## config.mk

```make
export PLATFORM = sky130hd
export DESIGN_NAME = sid_prep
export DESIGN_NICKNAME = d
export VERILOG_FILES = /design/src/rtl/sid_pkg.sv /design/src/rtl/sid_prep.sv
export SDC_FILE = /design/constraint.sdc
export NUM_CORES = 1
export LEC_CHECK = 0
export BUFFER_PORTS_ARGS = -buffer_cell sky130_fd_sc_hd__buf_2
export CORE_MARGIN = 8
export CORE_UTILIZATION = 45
export DETAILED_ROUTE_END_ITERATION = 12
export PLACE_DENSITY = 0.79
export REMOVE_ABC_BUFFERS = 1
export SYNTH_ARGS = -nofsm -noshare
export SYNTH_HDL_FRONTEND = slang
export SYNTH_SLANG_ARGS = --single-unit
```

## constraint.sdc

```tcl
create_clock -name clock -period 3.6 [get_ports clock]
set_input_delay 0.72 -clock clock [delete_from_list [all_inputs] [get_ports clock]]
set_output_delay 0.72 -clock clock [all_outputs]
set_load 0.005 [all_outputs]
```

## src/rtl/sid_pkg.sv

```systemverilog
// Shared constants and types for the signed integer divider.
// No dependencies; every other file in rtl/ imports this package.
package sid_pkg;

   localparam int DATA_WIDTH = 32;

   // Work item handed from cell to cell. rem holds the partial remainder,
   // num the dividend bits not yet consumed (MSB next), quo the quotient
   // bits produced so far (shifted in at the LSB).
   typedef struct packed {
      logic [DATA_WIDTH-1:0] rem;
      logic [DATA_WIDTH-1:0] num;
      logic [DATA_WIDTH-1:0] den;
      logic [DATA_WIDTH-1:0] quo;
      logic                  neg;
      logic                  dbz;
   } sid_work_type;

endpackage

```

## src/rtl/sid_prep.sv

```systemverilog
// Front stage of the divider: operand magnitudes, result sign, zero check.
// Depends on sid_pkg.
module sid_prep (
   input  logic                                clock,
   input  logic                                reset,
   input  logic                                in_valid,
   output logic                                in_ready,
   input  logic signed [sid_pkg::DATA_WIDTH-1:0] in_dividend,
   input  logic signed [sid_pkg::DATA_WIDTH-1:0] in_divisor,
   output logic                                out_valid,
   input  logic                                out_ready,
   output sid_pkg::sid_work_type               out_data
);
   import sid_pkg::*;

   logic         valid_ff;
   logic         valid_in;
   sid_work_type data_ff;
   sid_work_type data_in;
   logic         load;

   assign in_ready = !valid_ff || out_ready;
   assign load     = in_valid && in_ready;
   assign valid_in = load ? 1'b1 : (valid_ff && !out_ready);

   always_comb begin
      data_in     = '0;
      data_in.num = in_dividend[DATA_WIDTH-1] ? (~in_dividend + DATA_WIDTH'(1)) : in_dividend;
      data_in.den = in_divisor[DATA_WIDTH-1]  ? (~in_divisor + DATA_WIDTH'(1))  : in_divisor;
      data_in.neg = in_dividend[DATA_WIDTH-1] ^ in_divisor[DATA_WIDTH-1];
      data_in.dbz = (in_divisor == '0);
   end

   always_ff @(posedge clock) begin
      if (reset) begin
         valid_ff <= 1'b0;
      end else begin
         valid_ff <= valid_in;
      end
   end

   always_ff @(posedge clock) begin
      if (load) begin
         data_ff <= data_in;
      end
   end

   assign out_valid = valid_ff;
   assign out_data  = data_ff;

endmodule

```

==> reports/results.tsv <==
metric	value	unit
Netlist Area Pre-Place	3951	um^2
Routed Antenna Nets	0	
HPWL after DPL	7838	um
Pre-antenna DRT Iters	4	
Clock Path Buffers	2	
outcome	finished clean	
Starting Density	45.75	%
clk root buf	clkbuf_8	
compound-gate portion of the synthesized area	9.373	%
Die Y	109.7	um
most common cell after layout, fill and taps aside	buf_2	
Avg WL per Cell	16.29	um
diodes inserted	0	
post-route setup TNS	0	ns
Max Cap Violations	0	
# H-tree levels	3	
Max Slew Vio Count	0	
Hold Path Class	flop to flop	
placer congestion estimate	0.8494	
Setup crit start kind	input pin	
Routed WL	9628	um
simple-gate area share of the yosys netlist	11.75	%
# setup viols final	0	
Pwr Total	1.962	mW
synthesis-to-layout area growth	19.98	%
nets	550	
hold buffers post-CTS	0	
filler cell count	769	
dominant combinational cell family by area after synthesis	buffers and inverters	
Util after Layout	54.90	%
Rows	34	
Vias/cell	4.941	
first-pass GRT wire length	14710	um
Distinct cells, synth	39	
most frequent cells in the layout	135 x buf_2, 66 x edfxtp_1, 64 x conb_1	
io pins	200	
final period utilization	68.62	%
relative slew slack	54.47	%
CTS Sinks	67	
post-route insts no fill	591	
Cell Chain, Critical Path	buf_2, or4_4, nor4_4, nand4_1, o41ai_2, xnor2_1	
fmax	404.8	MHz
layout cells sized above 1	35.40	%
crit path kind	input pin to flop	
pin count of the biggest net entering global routing	39	
vias in the first global route	3084	
initial antenna violation count	0	
Worst path slowest cell	or4_4	
Die X	109.7	um
mux cell area share after synthesis	0	%
clock skew	0.006844	ns
Min Hold Slack	0.5240	ns
synthesized instance count	338	
grt ovf	0	
initial DRC count	132	
register area share after synthesis	50.66	%
Yosys warning total	0	
Port Buf Inserts	135	
slowest cell delay on critical path	0.58	ns
drt drc	0	
Tightest Pin Transition	0.6829	ns
Final min period	2.470	ns
Inserted Clock Buffers	9	
Synth Area in Adders	1.267	%
Seq cells post-synth	67	
crit path DAT	2.55	ns
GRT Total Usage	15.71	%
post-cts repair resize count	0	
Final Hold Fails	0	
CP required	3.68	ns
Clock transition at path regs	0.07	ns
via count	2920	
crit end category	flop	
CTS tree	done	
postcts setup bufs	0	
PwrDens	414.0	nW/um^2
critical-path maximum fanout	8	
Mapped Avg Cell Area	11.69	um^2
static leakage	1.902	nW
clk_lat worst skew	0.33	ns
die footprint	12040	um^2
CORE AREA	8636	um^2
RSZ-0062 raised after global routing	no	
dpl cells	575	
VDD IR max	0.1902	mV
Synth Area in XOR/XNOR	13.08	%
[per-layer routing]
layer	wire length, um	track usage, %
met1	3748	18.23
met4	154	7.907
met5	0	0
met2	4686	25.84
met3	1038	4.748
[power by group]
group	leakage (nW)	internal [mW]	total, mW	switching, mW
clock network	0.113	0.427	0.708	0.280
logic	1.14	0.129	0.303	0.174
registers	0.648	0.938	0.951	0.0137
total	1.90	1.49	1.96	0.468
[area by class of cell]
type | instances | area (um^2) | area share (%)
clock buffers | 12 | 155.1 | 3.273
inverters | 10 | 37.54 | 0.7918
repair buffers | 136 | 695.7 | 14.67
multi-input cells | 254 | 1643 | 34.65
well taps | 108 | 135.1 | 2.850
clock inverters | 4 | 72.57 | 1.531
flip-flops and latches | 67 | 2002 | 42.23
[worst paths after layout]
| check | startpoint | to | slack [ns] | cells after the start |
|---|---|---|---|---|
| worst max-delay path | in_dividend[5] | out_data[92] | 1.13 | 6 |
| worst max register to register | out_valid | out_data[71] | 1.95 | 3 |
| worst min-delay path | out_valid | out_valid | 0.52 | 2 |
| worst min register to register | out_valid | out_valid | 0.52 | 2 |
[per-stage QoR]
stage	instance area [um^2]	setup slack, ns
final	4741	1.130
after global routing	4741	1.019
after CTS	4741	1.140
after detailed placement	4513	0.7674
after global placement	4513	0.8256
after floorplan	3681	0.7319
[cells by family (layout without fill, tap and decap cells)]
family          after synthesis  after routing
xor+xnor                     59             59
simple gates                 77             77
flops                        67             67
fa+ha+maj                     4              4
other cells                   1             64
buf+inv                      80            162
compound gates               50             50
[state kept, by name (all words and copies together) (netlist names)]
signal and cells:
out_data 66, out_valid 1
[worst max-delay path, delay by kind of cell]
| family | cells | cell delay [ns] |
|---|---|---|
| xor+xnor | 1 | 0.11 |
| simple gates | 3 | 1.33 |
| compound gates | 1 | 0.28 |
| buf+inv | 1 | 0.11 |
[cell usage after synthesis, drive strengths merged]
master	count	area, um^2
conb	1	3.750
o31ai	14	125.1
and2	1	6.260
or4	8	63.81
a21oi	1	5.000
or3	7	47.54
dfxtp	1	20.02
nor3	6	30.03
nand3	6	35.03
xnor2	55	481.7
or2	4	25.03
edfxtp	66	1982
a31oi	1	6.260
nand2	20	75.07
o21ai	23	115.1
inv	10	37.54
nand4	4	31.28
nand2b	3	18.77
o31a	1	8.760
nor2	8	30.03
buf	66	491.7
nor2b	1	6.260
nor4	8	86.33
ha	4	50.05
xor2	4	35.03
nor4b	1	8.760
o41ai	10	110.1
clkbuf	4	15.01
Power figures use the tool's default switching activity.
