$ cat src/rtl/sid_pkg.sv
// Shared constants and types for the signed integer divider.
// No dependencies; every other file in rtl/ imports this package.
package sid_pkg;

   localparam int DATA_WIDTH = 32;

   // Work item handed from cell to cell. rem holds the partial remainder,
   // num the dividend bits not yet consumed (MSB next), quo the quotient
   // bits produced so far (shifted in at the LSB).
   typedef struct packed {
      logic [DATA_WIDTH-1:0] rem;
      logic [DATA_WIDTH-1:0] num;
      logic [DATA_WIDTH-1:0] den;
      logic [DATA_WIDTH-1:0] quo;
      logic                  neg;
      logic                  dbz;
   } sid_work_type;

endpackage

$ cat src/rtl/sid_cell.sv
// One restoring shift-subtract step: produces one quotient bit per item.
// Depends on sid_pkg.
module sid_cell (
   input  logic                  clock,
   input  logic                  reset,
   input  logic                  in_valid,
   output logic                  in_ready,
   input  sid_pkg::sid_work_type in_data,
   output logic                  out_valid,
   input  logic                  out_ready,
   output sid_pkg::sid_work_type out_data
);
   import sid_pkg::*;

   logic          valid_ff;
   logic          valid_in;
   sid_work_type  data_ff;
   sid_work_type  data_in;
   logic          load;
   logic [DATA_WIDTH:0] trial;
   logic [DATA_WIDTH:0] diff;

   assign in_ready = !valid_ff || out_ready;
   assign load     = in_valid && in_ready;
   assign valid_in = load ? 1'b1 : (valid_ff && !out_ready);

   always_comb begin
      trial   = {in_data.rem, in_data.num[DATA_WIDTH-1]};
      diff    = trial - {1'b0, in_data.den};
      data_in = in_data;
      data_in.num = {in_data.num[DATA_WIDTH-2:0], 1'b0};
      // No borrow means the shifted remainder covers the divisor.
      if (!diff[DATA_WIDTH]) begin
         data_in.rem = diff[DATA_WIDTH-1:0];
         data_in.quo = {in_data.quo[DATA_WIDTH-2:0], 1'b1};
      end else begin
         data_in.rem = trial[DATA_WIDTH-1:0];
         data_in.quo = {in_data.quo[DATA_WIDTH-2:0], 1'b0};
      end
   end

   always_ff @(posedge clock) begin
      if (reset) begin
         valid_ff <= 1'b0;
      end else begin
         valid_ff <= valid_in;
      end
   end

   always_ff @(posedge clock) begin
      if (load) begin
         data_ff <= data_in;
      end
   end

   assign out_valid = valid_ff;
   assign out_data  = data_ff;

endmodule

$ cat config.mk
export PLATFORM = sky130hd
export DESIGN_NAME = sid_cell
export DESIGN_NICKNAME = d
export VERILOG_FILES = /design/src/rtl/sid_pkg.sv /design/src/rtl/sid_cell.sv
export SDC_FILE = /design/constraint.sdc
export NUM_CORES = 1
export LEC_CHECK = 0
export BUFFER_PORTS_ARGS = -buffer_cell sky130_fd_sc_hd__buf_4
export CAP_MARGIN = 20
export CORE_ASPECT_RATIO = 1.1
export CORE_MARGIN = 1
export CORE_UTILIZATION = 48
export DETAILED_ROUTE_END_ITERATION = 12
export GPL_TIMING_DRIVEN = 0
export MAX_ROUTING_LAYER = met4
export PLACE_DENSITY = 0.8
export SLEW_MARGIN = 10
export SYNTH_ARGS = -nofsm -noshare
export SYNTH_HDL_FRONTEND = slang
export SYNTH_SLANG_ARGS = --single-unit
$ cat constraint.sdc
create_clock -name clock -period 5.9 [get_ports clock]
set_input_delay 0.885 -clock clock [delete_from_list [all_inputs] [get_ports clock]]
set_output_delay 0.885 -clock clock [all_outputs]
set_load 0.02 [all_outputs]
==> out/metrics.csv <==
stage,metric,value,unit
synthesis,post_synth_inst_count,496,
critical_path,critical_path.max_fanout,10,
power_and_ir_drop,pwr-share-seq,41.6,%
min_path,hp-start,out_valid,
route,wl_per_cell,19.32,microns
clock_network,cts-root-buf,clkbuf_16,
layout,finish.instance_area,9121,sq um
synthesis,dominantRegCellSynth,edfxtp_1,
die,floorplan.initialDensity,49.82,%
clock_network,clock_tree.buffer_depth,2,
route,route.detailed.drc,21,
critical_path,worst_r2r_endpoint,out_data[5],
power_and_ir_drop,max-vdd-ir-drop,0.1509,mV
route,detail_route.vias_per_cell,5.405,
sta,clock_tree_skew_after_final_layout,6.579,ps
min_path,min_path_type,flip-flop to flip-flop,
layout,n_fill_cell,895,
place,dp.final_hpwl,13.85,mm
min_path,hold_depth,2,
layout,ff_latch_area,3894,sq um
die,core_region_area,12800,sq um
clock_network,tritoncts.num_buffers,17,
route,route.final.wire_length,18.31,mm
critical_path,critical_path_class,input port to flip-flop,
sta,final.period_utilization,59.80,%
synthesis,synth_edf_count,129,
layout,multi_input_area,2240,sq um
synthesis,netlist.top_cell.by_area,edfxtp_1,
power_and_ir_drop,power.switching,0.0007514,W
die,die_w,111.9,microns
clock_network,h-tree-depth,4,
critical_path,ff2ff_setup_slack,3990,ps
min_path,min_to,out_valid,
route,drt_pass_1_iters,10,
clock_network,cts_sinks,130,
sta,hold_ws,578.4,ps
clock_network,tritoncts_clock_tree,built,
global_routing,grt_start_max_net_pins,71,
sta,hold_viol_final,0,
critical_path,critPathMaxStageDelay,430,ps
critical_path,critPathSlowestCell,o211ai_4,
global_routing,globalRouteTotalUtil,27.34,%
critical_path,critical_path_required,6050,ps
global_routing,overflow,0,
sta,slew_viol_final,0,
sta,timing.setup.tns,0,ps
die,floorplan.die_area,13760,sq um
power_and_ir_drop,p_total,0.002716,W
critical_path,cp.buffers_inverters,4,
global_routing,vias_in_the_first_global_route,5015,
synthesis,syn-cell-area,6380,sq um
place,portBuffers,263,
clock_network,worst_setup_hold_path_clk_slew,60,ps
synthesis,syn-num-nets,663,
clock_network,post_cts.resized_instances,0,
power_and_ir_drop,power.switching_fraction,27.66,%
die,boundaryPins,266,
route,detailroute.via_count,5124,
run,drv_cap,0,
sta,timing_worst_slew_pin_value,812.5,ps
synthesis,synth_top_cell_area_share,60.72,%
critical_path,critical_path_arrival,3670,ps
power_and_ir_drop,comb_power_share,23.0,%
critical_path,timing.critical_path.to_type,flip-flop,
route,route.antenna.remaining_nets,0,
status,violations_in_the_final_reports,design-rule violations,
synthesis,ys_ff_latch,130,
clock_network,post_cts_buffers,0,
die,floorplan.die.height,122.9,microns
synthesis,synth-async-reset-ratio,0,%
synthesis,seq_area_frac_synth,61.03,%
die,number_of_placement_rows,43,
clock_network,post_cts_hold_buffer_count,0,
status,run_status,finished with violations,
synthesis,yosys-top-cells-area,"edfxtp_1, ha_1, mux2_4, a21oi_1, nand2_1",
critical_path,cpLargestDelayFamily,compound AO/OA/AOI/OAI gates,
critical_path,critPathLaunchType,input port,
global_routing,grt_first_pass_wirelength,26.89,mm
layout,nNetsFinal,946,
power_and_ir_drop,p_per_area,297.8,nW/um^2
synthesis,warnings_synthesis,0,
sta,relSlewSlack,45.83,%
global_routing,antenna_found_initial,0,
layout,area_growth_syn_to_layout,42.97,%
sta,timing.final.crit_period,3528,ps
place,gp_congestion,0.9047,
critical_path,worst_r2r_startpoint,out_valid,
sta,setup-violations-final,0,
layout,fraction_of_layout_cells_with_a_size_suffix_above_1,40.71,%
sta,maxClockFrequency,283.4,MHz
power_and_ir_drop,leakage,4.091,nW
clock_network,insertion_delay,420,ps
synthesis,yosys.cell_types.count,52,
critical_path,worst-r2r-cell-count,3,
power_and_ir_drop,internal_power,0.001965,W
place,dpl_cell_area,8581,sq um
power_and_ir_drop,power.share.clock,35.4,%
sta,unrepaired_setup_endpoints_after_global_routing,no,
critical_path,crit_chain,"buf_4, inv_1, ha_1, buf_6, a21oi_4, o211ai_1, a221o_1, a211o_1, o21a_1, o211ai_4, clkbuf_1, o21ai_0",
route,first_iter_violations,333,
synthesis,synth_area_per_cell,12.86,sq um
layout,antenna-diode-count,0,
-- layer usage --
metal	up-vias	GRT usage [%]	part of all wire, %
met2	208	46.97	51
met1	2472	28.28	36
li1	2407	-	-
met3	37	8.873	9.2
met4	0	14.02	3.6
met5	-	-	0
-- per-stage QoR --
| stage | util (%) | cells | worst slack (ps) |
|---|---|---|---|
| finish | 71.23 | 948 | 2372 |
| global route | 71.23 | 948 | 2146 |
| CTS | 71.23 | 948 | 2362 |
| detailed placement | 67.01 | 917 | 1929 |
| global placement | 66.78 | 916 | 339.6 |
| floorplan | - | 496 | 1248 |
-- tightest hold or removal path: cells and delay by family (launching register included) --
family / cells / cell delay (ps)
DFF: 1 / 310
and+or+nand+nor: 1 / 130
AOI/OAI and AO/OA: 1 / 100
-- cells in the mapped netlist, drive strengths merged (6+ instances only) --
cell type,instances
mux2,18
nor2,16
xnor2,14
a21o,15
clkbuf,11
inv,43
o211ai,9
a21oi,37
and3,6
nand2b,6
o21ai,24
nand2,44
nand4,7
ha,32
o21a,6
nand3,11
edfxtp,129
xor2,10
-- power by group through the flow --
stage / Clock (W) / Combinational (W) / Sequential, W
6_report: 0.000962 / 0.000624 / 0.00113
5_1_grt: 0.00101 / 0.000669 / 0.00114
2_1_floorplan: 0 / 0.000274 / 0.00124
3_3_place_gp: 0 / 0.000607 / 0.00115
4_1_cts: 0.000975 / 0.000624 / 0.00113
3_5_place_dp: 0 / 0.000620 / 0.00115
-- layout by cell type (no fill, tap or decap), drive strengths merged, types with 14 or more instances in the layout --
cell type and count:
a21o 15, xnor2 14, nand2 44, edfxtp 129
ha 32, o21ai 24, nor2 16, clkbuf 28
buf 269, mux2 18, inv 45, a21oi 37
-- state kept, by name, indices dropped and copies added, names as in the netlist --
| register | flops |
|---|---|
| out_valid | 1 |
| out_data | 129 |
-- final cells by class --
type	instances	share of cell area, %
buffer	16	0.9602
clock buffer	17	4.664
clock inverter	14	1.262
inverter	43	1.770
multi-input combinational	307	24.55
sequential	130	42.69
tap	157	2.154
timing repair buffer	264	21.95
-- worst max path at each step --
stage	startpoint	end	slack [ps]	cells after the start
after global routing	in_data[50]	out_data[111]	2150	12
after global placement	out_ready	out_data[59]	340	3
after CTS	in_data[50]	out_data[128]	2360	12
final	in_data[50]	out_data[110]	2370	12
after floorplan	out_ready	out_data[0]	1250	2
after detailed placement	in_data[50]	out_data[128]	1930	12
-- logic make-up after synthesis --
logic type	count (synthesis)	synth area share (%)
AO/OA/AOI/OAI	121	12.57
XOR/XNOR	24	3.295
adder cells (fa/ha/maj)	33	6.589
buffers and inverters	59	3.903
flip-flops	130	61.03
multiplexers	18	4.236
other	1	0.05878
AND/OR/NAND/NOR	110	8.316
No activity file was read; power rests on OpenSTA's default activity.
